$ cat config.mk
export PLATFORM = sky130hd
export DESIGN_NAME = hilbert_3d_index
export DESIGN_NICKNAME = d
export VERILOG_FILES = /design/src/rtl/hil3_pkg.sv /design/src/rtl/hil3_entry.sv /design/src/rtl/hil3_level.sv /design/src/rtl/hil3_out.sv /design/src/rtl/hilbert_3d_index.sv
export SDC_FILE = /design/constraint.sdc
export NUM_CORES = 2
export LEC_CHECK = 0
export ABC_CLOCK_PERIOD_IN_PS = 34100
export BUFFER_PORTS_ARGS = -buffer_cell sky130_fd_sc_hd__buf_2
export CAP_MARGIN = 5
export CELL_PAD_IN_SITES_DETAIL_PLACEMENT = 0
export CELL_PAD_IN_SITES_GLOBAL_PLACEMENT = 1
export CORE_AREA = 8 8 381 532
export DETAILED_ROUTE_END_ITERATION = 12
export DIE_AREA = 0 0 389 540
export PLACE_DENSITY = 0.72
export SLEW_MARGIN = 25
export SYNTH_ARGS = -nofsm -noshare
export SYNTH_HDL_FRONTEND = slang
export SYNTH_SLANG_ARGS = --single-unit
$ cat constraint.sdc
create_clock -name aclk -period 34.1 [get_ports aclk]
set_input_delay 1.705 -clock aclk [delete_from_list [all_inputs] [get_ports aclk]]
set_output_delay 1.705 -clock aclk [all_outputs]
set_load 0.01 [all_outputs]
$ cat src/rtl/hil3_pkg.sv
// Package for the 3D Hilbert curve index pipeline.
// Holds the shared widths, codes and the stage control struct; no dependencies.
package hil3_pkg;

    localparam int unsigned CFG_W   = 6;
    localparam int unsigned COORD_W = 21;
    localparam int unsigned LVL_W   = 5;
    localparam int unsigned IDX_W   = 64;

    // reciprocal of three for narrow values: floor(v / 3) == (v * 43) >> 7 for v < 128
    localparam int unsigned DIV3_MUL   = 43;
    localparam int unsigned DIV3_SHIFT = 7;
    localparam int unsigned CFG_RESET  = 63;

    typedef struct packed {
        logic             outside;
        logic             zero;
        logic [LVL_W-1:0] lvl;
    } stage_ctl_t;

endpackage

$ cat src/rtl/hil3_entry.sv
// Entry stage: aligns the coordinates so the top level sits in the top bit and applies
// the Moore transform of the top level. Depends on hil3_pkg.
module hil3_entry import hil3_pkg::*; #(
    parameter int unsigned MAX_LEVELS = 21
) (
    input  logic                      aclk,
    input  logic                      aresetn,
    input  logic                      en,
    input  logic                      in_valid,
    input  logic [COORD_W-1:0]        in_x,
    input  logic [COORD_W-1:0]        in_y,
    input  logic [COORD_W-1:0]        in_z,
    input  stage_ctl_t                in_ctl,
    output logic                      out_valid,
    output logic [MAX_LEVELS-1:0]     out_x,
    output logic [MAX_LEVELS-1:0]     out_y,
    output logic [MAX_LEVELS-1:0]     out_z,
    output logic [3*MAX_LEVELS-1:0]   out_acc,
    output stage_ctl_t                out_ctl
);

    localparam int unsigned CW    = MAX_LEVELS;
    localparam int unsigned ACC_W = 3 * MAX_LEVELS;
    localparam logic [CW-1:0] BELOW = CW'((64'd1 << (CW - 1)) - 64'd1);

    logic             valid_reg;
    logic [CW-1:0]    x_reg, y_reg, z_reg;
    logic [ACC_W-1:0] acc_reg;
    stage_ctl_t       ctl_reg;

    logic [LVL_W-1:0] sh;
    logic [CW-1:0]    xa, ya, za;
    logic [CW-1:0]    x_next, y_next, z_next;
    logic [ACC_W-1:0] acc_next;
    logic             rx, ry, rz;

    always_comb begin
        sh = LVL_W'(MAX_LEVELS) - in_ctl.lvl;
        xa = in_x[CW-1:0] << sh;
        ya = in_y[CW-1:0] << sh;
        za = in_z[CW-1:0] << sh;
        rx = xa[CW-1];
        ry = ya[CW-1];
        rz = za[CW-1];
        acc_next = ACC_W'({rx, rx ^ ry, rx ^ ry ^ rz});
        if (!rx) begin
            ya = ya ^ BELOW;
            xa = xa ^ BELOW;
        end
        if (rz) begin
            ya = ya ^ BELOW;
        end else begin
            za = za ^ BELOW;
        end
        x_next = ya;
        y_next = za;
        z_next = xa;
    end

    always_ff @(posedge aclk) begin
        if (!aresetn) begin
            valid_reg <= 1'b0;
        end else if (en) begin
            valid_reg <= in_valid;
        end
    end

    always_ff @(posedge aclk) begin
        if (en) begin
            x_reg   <= x_next;
            y_reg   <= y_next;
            z_reg   <= z_next;
            acc_reg <= acc_next;
            ctl_reg <= in_ctl;
        end
    end

    assign out_valid = valid_reg;
    assign out_x     = x_reg;
    assign out_y     = y_reg;
    assign out_z     = z_reg;
    assign out_acc   = acc_reg;
    assign out_ctl   = ctl_reg;

endmodule

$ cat src/rtl/hil3_level.sv
// One level of the curve: Gray decode of the three coordinate bits, then the
// Hilbert inversions and swaps below that level. Depends on hil3_pkg.
module hil3_level import hil3_pkg::*; #(
    parameter int unsigned MAX_LEVELS = 21,
    parameter int unsigned STEP       = 1
) (
    input  logic                      aclk,
    input  logic                      aresetn,
    input  logic                      en,
    input  logic                      in_valid,
    input  logic [MAX_LEVELS-1:0]     in_x,
    input  logic [MAX_LEVELS-1:0]     in_y,
    input  logic [MAX_LEVELS-1:0]     in_z,
    input  logic [3*MAX_LEVELS-1:0]   in_acc,
    input  stage_ctl_t                in_ctl,
    output logic                      out_valid,
    output logic [MAX_LEVELS-1:0]     out_x,
    output logic [MAX_LEVELS-1:0]     out_y,
    output logic [MAX_LEVELS-1:0]     out_z,
    output logic [3*MAX_LEVELS-1:0]   out_acc,
    output stage_ctl_t                out_ctl
);

    localparam int unsigned CW    = MAX_LEVELS;
    localparam int unsigned ACC_W = 3 * MAX_LEVELS;
    localparam int unsigned POS   = MAX_LEVELS - 1 - STEP;
    localparam logic [CW-1:0] M   = CW'((64'd1 << POS) - 64'd1);

    logic             valid_reg;
    logic [CW-1:0]    x_reg, y_reg, z_reg;
    logic [ACC_W-1:0] acc_reg;
    stage_ctl_t       ctl_reg;

    logic [CW-1:0]    x, y, z, t;
    logic [ACC_W-1:0] acc_next;
    logic             rx, ry, rz, active;

    always_comb begin
        x = in_x;
        y = in_y;
        z = in_z;
        rx = x[POS];
        ry = y[POS];
        rz = z[POS];
        active = LVL_W'(STEP) < in_ctl.lvl;
        acc_next = active ? {in_acc[ACC_W-4:0], rx, rx ^ ry, rx ^ ry ^ rz} : in_acc;
        if (rx) begin
            if (rz) begin
                y = y ^ M;
            end else begin
                z = z ^ M;
                if (ry) begin
                    t = x; x = y; y = t;
                end else begin
                    t = y; y = z; z = t;
                end
            end
            x = x ^ M;
        end else if (!rz) begin
            if (ry) begin
                z = z ^ M;
                t = x; x = y; y = t;
                x = x ^ M;
            end else begin
                t = y; y = z; z = t;
            end
        end
        t = y; y = z; z = t;
        t = x; x = z; z = t;
    end

    always_ff @(posedge aclk) begin
        if (!aresetn) begin
            valid_reg <= 1'b0;
        end else if (en) begin
            valid_reg <= in_valid;
        end
    end

    always_ff @(posedge aclk) begin
        if (en) begin
            x_reg   <= x;
            y_reg   <= y;
            z_reg   <= z;
            acc_reg <= acc_next;
            ctl_reg <= in_ctl;
        end
    end

    assign out_valid = valid_reg;
    assign out_x     = x_reg;
    assign out_y     = y_reg;
    assign out_z     = z_reg;
    assign out_acc   = acc_reg;
    assign out_ctl   = ctl_reg;

endmodule

$ cat src/rtl/hil3_out.sv
// Output stage: selects the final index and holds it in an output register with a
// skid register behind it, so the pipeline enable comes from a flop. Depends on hil3_pkg.
module hil3_out import hil3_pkg::*; #(
    parameter int unsigned MAX_LEVELS = 21
) (
    input  logic                      aclk,
    input  logic                      aresetn,
    output logic                      en,
    input  logic                      in_valid,
    input  logic [3*MAX_LEVELS-1:0]   in_acc,
    input  stage_ctl_t                in_ctl,
    output logic                      m_tvalid,
    input  logic                      m_tready,
    output logic [IDX_W-1:0]          m_tdata
);

    logic             out_valid_reg;
    logic [IDX_W-1:0] out_data_reg;
    logic             skid_valid_reg;
    logic [IDX_W-1:0] skid_data_reg;

    logic [IDX_W-1:0] result;
    logic             take, push;

    always_comb begin
        if (in_ctl.zero) begin
            result = '0;
        end else if (in_ctl.outside) begin
            result = '1;
        end else begin
            result = IDX_W'(in_acc);
        end
        en   = !skid_valid_reg;
        take = out_valid_reg && m_tready;
        push = en && in_valid;
    end

    always_ff @(posedge aclk) begin
        if (!aresetn) begin
            out_valid_reg  <= 1'b0;
            skid_valid_reg <= 1'b0;
        end else if (skid_valid_reg) begin
            if (take) begin
                skid_valid_reg <= 1'b0;
            end
        end else if (push) begin
            if (out_valid_reg && !take) begin
                skid_valid_reg <= 1'b1;
            end
            out_valid_reg <= 1'b1;
        end else if (take) begin
            out_valid_reg <= 1'b0;
        end
    end

    always_ff @(posedge aclk) begin
        if (skid_valid_reg) begin
            if (take) begin
                out_data_reg <= skid_data_reg;
            end
        end else if (push) begin
            if (out_valid_reg && !take) begin
                skid_data_reg <= result;
            end else begin
                out_data_reg <= result;
            end
        end
    end

    assign m_tvalid = out_valid_reg;
    assign m_tdata  = out_data_reg;

endmodule

$ cat src/rtl/hilbert_3d_index.sv
// Top level of the 3D Hilbert curve index pipeline: configuration register, entry stage,
// one stage per lower level, output stage. Depends on hil3_pkg and the hil3_* modules.
//
//  channel   direction  handshake             payload
//  s_        in         s_tvalid / s_tready   tdata: grid_x, grid_y, grid_z; tuser: outside_box
//  m_        out        m_tvalid / m_tready   tdata: curve_index
//  cfg_      in         cfg_valid / cfg_ready cfg_data: index_bits
//
// An accepted transaction reaches m_tvalid through one entry stage, MAX_LEVELS - 1 level
// stages and the output register. One transaction enters per cycle while s_tready is high.
// Reset clears all valid bits and sets index_bits to 63. A stall on m_ fills the skid
// register and holds every stage until it drains; cfg_ready is always high.
module hilbert_3d_index import hil3_pkg::*; #(
    parameter int unsigned MAX_LEVELS = 21
) (
    input  logic              aclk,
    input  logic              aresetn,
    input  logic              s_tvalid,
    output logic              s_tready,
    input  logic [63:0]       s_tdata,   // grid_x [20:0], grid_y [41:21], grid_z [62:42], zero
    input  logic [0:0]        s_tuser,   // outside_box
    output logic              m_tvalid,
    input  logic              m_tready,
    output logic [IDX_W-1:0]  m_tdata,   // curve_index
    input  logic              cfg_valid,
    output logic              cfg_ready,
    input  logic [CFG_W-1:0]  cfg_data   // index_bits
);

    localparam int unsigned CW    = MAX_LEVELS;
    localparam int unsigned ACC_W = 3 * MAX_LEVELS;
    localparam int unsigned PROD_W = CFG_W + 7;

    logic             zero_reg;
    logic [LVL_W-1:0] lvl_reg;

    logic [CFG_W:0]   cfg_plus;
    logic [PROD_W-1:0] cfg_prod;
    logic [LVL_W-1:0] cfg_lvl;
    logic [LVL_W-1:0] lvl_next;
    logic             en;
    stage_ctl_t       in_ctl;

    logic             vld_s [MAX_LEVELS];
    logic [CW-1:0]    x_s   [MAX_LEVELS];
    logic [CW-1:0]    y_s   [MAX_LEVELS];
    logic [CW-1:0]    z_s   [MAX_LEVELS];
    logic [ACC_W-1:0] acc_s [MAX_LEVELS];
    stage_ctl_t       ctl_s [MAX_LEVELS];

    always_comb begin
        cfg_plus = {1'b0, cfg_data} + (CFG_W + 1)'(2);
        cfg_prod = PROD_W'(cfg_plus) * PROD_W'(DIV3_MUL);
        cfg_lvl  = cfg_prod[DIV3_SHIFT +: LVL_W];
        lvl_next = (cfg_lvl > LVL_W'(MAX_LEVELS)) ? LVL_W'(MAX_LEVELS) : cfg_lvl;
    end

    always_ff @(posedge aclk) begin
        if (!aresetn) begin
            zero_reg <= (CFG_RESET == 0);
            lvl_reg  <= LVL_W'(MAX_LEVELS);
        end else if (cfg_valid) begin
            zero_reg <= (cfg_data == '0);
            lvl_reg  <= lvl_next;
        end
    end

    assign cfg_ready = 1'b1;
    assign s_tready  = en;

    always_comb begin
        in_ctl.outside = s_tuser[0];
        in_ctl.zero    = zero_reg;
        in_ctl.lvl     = lvl_reg;
    end

    hil3_entry #(
        .MAX_LEVELS (MAX_LEVELS)
    ) u_entry (
        .aclk      (aclk),
        .aresetn   (aresetn),
        .en        (en),
        .in_valid  (s_tvalid),
        .in_x      (s_tdata[20:0]),
        .in_y      (s_tdata[41:21]),
        .in_z      (s_tdata[62:42]),
        .in_ctl    (in_ctl),
        .out_valid (vld_s[0]),
        .out_x     (x_s[0]),
        .out_y     (y_s[0]),
        .out_z     (z_s[0]),
        .out_acc   (acc_s[0]),
        .out_ctl   (ctl_s[0])
    );

    for (genvar k = 1; k < MAX_LEVELS; k++) begin : g_level
        hil3_level #(
            .MAX_LEVELS (MAX_LEVELS),
            .STEP       (k)
        ) u_level (
            .aclk      (aclk),
            .aresetn   (aresetn),
            .en        (en),
            .in_valid  (vld_s[k-1]),
            .in_x      (x_s[k-1]),
            .in_y      (y_s[k-1]),
            .in_z      (z_s[k-1]),
            .in_acc    (acc_s[k-1]),
            .in_ctl    (ctl_s[k-1]),
            .out_valid (vld_s[k]),
            .out_x     (x_s[k]),
            .out_y     (y_s[k]),
            .out_z     (z_s[k]),
            .out_acc   (acc_s[k]),
            .out_ctl   (ctl_s[k])
        );
    end

    hil3_out #(
        .MAX_LEVELS (MAX_LEVELS)
    ) u_out (
        .aclk     (aclk),
        .aresetn  (aresetn),
        .en       (en),
        .in_valid (vld_s[MAX_LEVELS-1]),
        .in_acc   (acc_s[MAX_LEVELS-1]),
        .in_ctl   (ctl_s[MAX_LEVELS-1]),
        .m_tvalid (m_tvalid),
        .m_tready (m_tready),
        .m_tdata  (m_tdata)
    );

endmodule

==> results.json <==
{
  "clkPwrFrac_pct": 18.9,
  "p_int_mw": 5.99,
  "leakage_nw": 32.1,
  "async_flop_share_pct": 0,
  "drc": 0,
  "port_buffers": 140,
  "areaGrowthSynthToFinish_pct": 10.9,
  "ant_nets": 0,
  "stdcell_count": 8419,
  "placedCellCount": 8132,
  "hold_buffers": 0,
  "grt_pass1_wl_um": 230000,
  "cp-end-kind": "flip-flop",
  "crit_fanout": 7,
  "p_seq_share_pct": 44.9,
  "clock-root-buffer": "clkbuf_16",
  "hold_viol": 0,
  "hold_class": "reg2reg",
  "syn_inst": 5780,
  "wl_per_cell_um": 17.3,
  "cts_resized": 0,
  "overflow": 0,
  "cts_sinks": 1622,
  "netlist_area_um2": 77500,
  "coreArea_um2": 195000,
  "drt_iter0_drc": 1828,
  "htree_levels": 4,
  "status": "completed",
  "wl_um": 145000,
  "seq_area_frac_synth_pct": 62.5,
  "worst_pin_slew_ns": 1.05,
  "switchingPower_mw": 3.04,
  "fp.dieArea_um2": 210000,
  "period_needed_ns": 5.15,
  "ios": 143,
  "syn-num-nets": 5887,
  "drt_first_pass_iters": 6,
  "cap_violations": 0,
  "grt_use_total_pct": 13.4,
  "antenna_found_initial": 1,
  "r2r_start": "u_out.skid_valid_reg$_SDFF_PN0_",
  "synth_edf_count": 1593,
  "grt_max_degree": 200,
  "critPathKind": "in2reg",
  "clock_latency_ns": 0.82,
  "setup_viol": 0,
  "drive_above_1_share_pct": 22.7,
  "p_comb_share_pct": 36.1,
  "vdd_drop_max_mv": 0.0535,
  "row_count": 192,
  "start_util_pct": 39.8,
  "crit_top_cell": "ha_1",
  "hold_start": "g_level[14].u_level.out_ctl[3]$_DFFE_PN_",
  "cp_top_family": "adder cells",
  "critPathLaunch": "cfg_data[1]",
  "period_share_pct": 15.1,
  "num_vias": 43600,
  "synthDistinctLibCells": 71,
  "path_cells": "buf_2 -> ha_1 -> xor2_1 -> ha_1 -> inv_1 -> fa_1 -> fa_1 -> inv_1 -> ha_1 -> and4_1 -> a221oi_2 -> o221a_2 -> xnor2_1 -> o211ai_1 -> a32o_1",
  "slew_headroom_pct": 29.5,
  "required_ns": 34.78,
  "cpPeakStageDelay_ns": 0.58,
  "final_nets": 5885,
  "clk_pin_slew_ns": 0.07,
  "ys.flop_type": "edfxtp_1",
  "synth-seq-cells": 1622,
  "gp_congestion": 0.829,
  "via_per_inst": 5.17,
  "clk_path_buf_depth": 3,
  "dieHeight_um": 540,
  "die_w_um": 389,
  "final_max_slew_viol_count": 0,
  "powerDensity_nw_per_um2": 105,
  "post_cts_buffers": 0,
  "largest_reg_flops": 690,
  "numCtsBuffers": 163,
  "yosys_warnings": 0,
  "rsz0062_at_grt": "no",
  "fmax_ghz": 0.194,
  "slowest_stage": "a221oi_2",
  "dp_hpwl_um": 101000,
  "skew_ns": 0.0369,
  "cp_num_buf_inv": 3,
  "cts_tree": "done",
  "arrival_ns": 5.84,
  "p_sw_share_pct": 33.6,
  "avgSynthCellArea_um2": 13.4,
  "grt_pass1_vias": 44400,
  "worst_setup_path_start_kind": "input pin",
  "finalSetupTns_ns": 0
}
power groups by stage:
stage | clock network, mW | registers, mW | logic (mW)
final | 1.71 | 4.06 | 3.26
after global routing | 1.83 | 4.17 | 3.61
after CTS | 1.76 | 4.06 | 3.30
after detailed placement | 0 | 4.10 | 3.27
after global placement | 0 | 4.06 | 3.21
after floorplan | 0 | 3.85 | 2.65
cells in the mapped netlist, types with 15 or more instances:
library cell	number	area share, %
mux2_2	805	12
a21oi_1	411	2.7
xor2_1	238	2.7
mux4_2	15	0.44
nand2b_1	22	0.18
o31ai_1	65	0.63
inv_1	230	1.1
dfxtp_1	29	0.75
mux2i_1	309	4.0
xnor2_1	65	0.73
buf_1	55	0.27
o21ai_0	227	1.5
o22ai_1	209	1.7
a22o_1	191	2.2
ha_1	25	0.40
nor2b_1	68	0.55
or2_2	17	0.14
nand2_1	325	1.6
clkbuf_1	331	1.6
edfxtp_1	1593	62
nor2_1	392	1.9
per-layer routing:
layer	vias to the layer above	part of all wire, %	track usage (%)
li1	21500	-	-
met1	21100	33	11.5
met2	624	59	28.2
met3	318	3.0	2.30
met4	0	5.6	7.48
met5	-	0	0
area by class of cell:
cell class	count	area (um2)
diodes	2	5.00
clock buffers	197	4250
clock inverters	85	858
fillers	17300	109000
inverters	232	875
multi-input cells	3516	26800
flip-flops and latches	1622	48400
well taps	2522	3160
repair buffers	243	1610
cells by family after synthesis:
logic type,Yosys count,share of synthesized area [%]
XOR/XNOR,304,3.45
buffers and inverters,642,3.21
multiplexers,1129,16.1
AND/OR/NAND/NOR,882,4.78
AO/OA/AOI/OAI,1169,9.37
adder cells (fa/ha/maj),31,0.559
flip-flops,1622,62.5
other,1,0.00484
path summary, 6_finish.rpt:
path,endpoint,slack (ns),depth (start not counted)
max,lvl_reg[1]$_SDFFE_PN0P_,28.95,15
min,g_level[15].u_level.out_ctl[3]$_DFFE_PN_,0.40,0
max reg2reg,g_level[2].u_level.out_x[16]$_DFFE_PN_,29.27,6
min reg2reg,g_level[15].u_level.out_ctl[3]$_DFFE_PN_,0.40,0
placed cells by master (no fill, tap or decap), types with 8 or more instances in the layout:
cell type	synthesis	routed
nor2b_1	68	68
nand2_1	325	324
clkbuf_16	0	165
o31ai_1	65	63
o21ai_0	227	226
mux2i_1	309	309
xnor2_1	65	65
clkinv_16	0	8
inv_1	230	229
nand3_1	14	14
nor2_1	392	385
ha_1	25	24
a32oi_1	8	8
xor2_1	238	238
a22o_1	191	191
mux2_2	805	805
edfxtp_1	1593	1593
mux4_2	15	15
or2_2	17	17
a21oi_1	411	407
buf_4	5	92
nor3_1	14	14
buf_2	14	140
bufinv_16	0	8
dfxtp_1	29	26
clkinv_1	1	36
clkinv_2	0	24
and2_1	11	11
nand2b_1	22	20
clkbuf_1	331	32
o22ai_1	209	209
metrics by stage:
stage	power, mW	hold slack, ns	util, %	instance area, um2	worst slack [ns]
global placement	7.27	0.401	41.4	80700	28.08
CTS	9.13	0.397	44.1	85800	29.00
detailed placement	7.37	0.405	41.5	80700	28.16
floorplan	6.49	0.400	-	77500	10.84
global route	9.62	0.413	44.2	85900	28.72
finish	9.03	0.400	44.2	85900	28.95
Power figures use the tool's default switching activity.
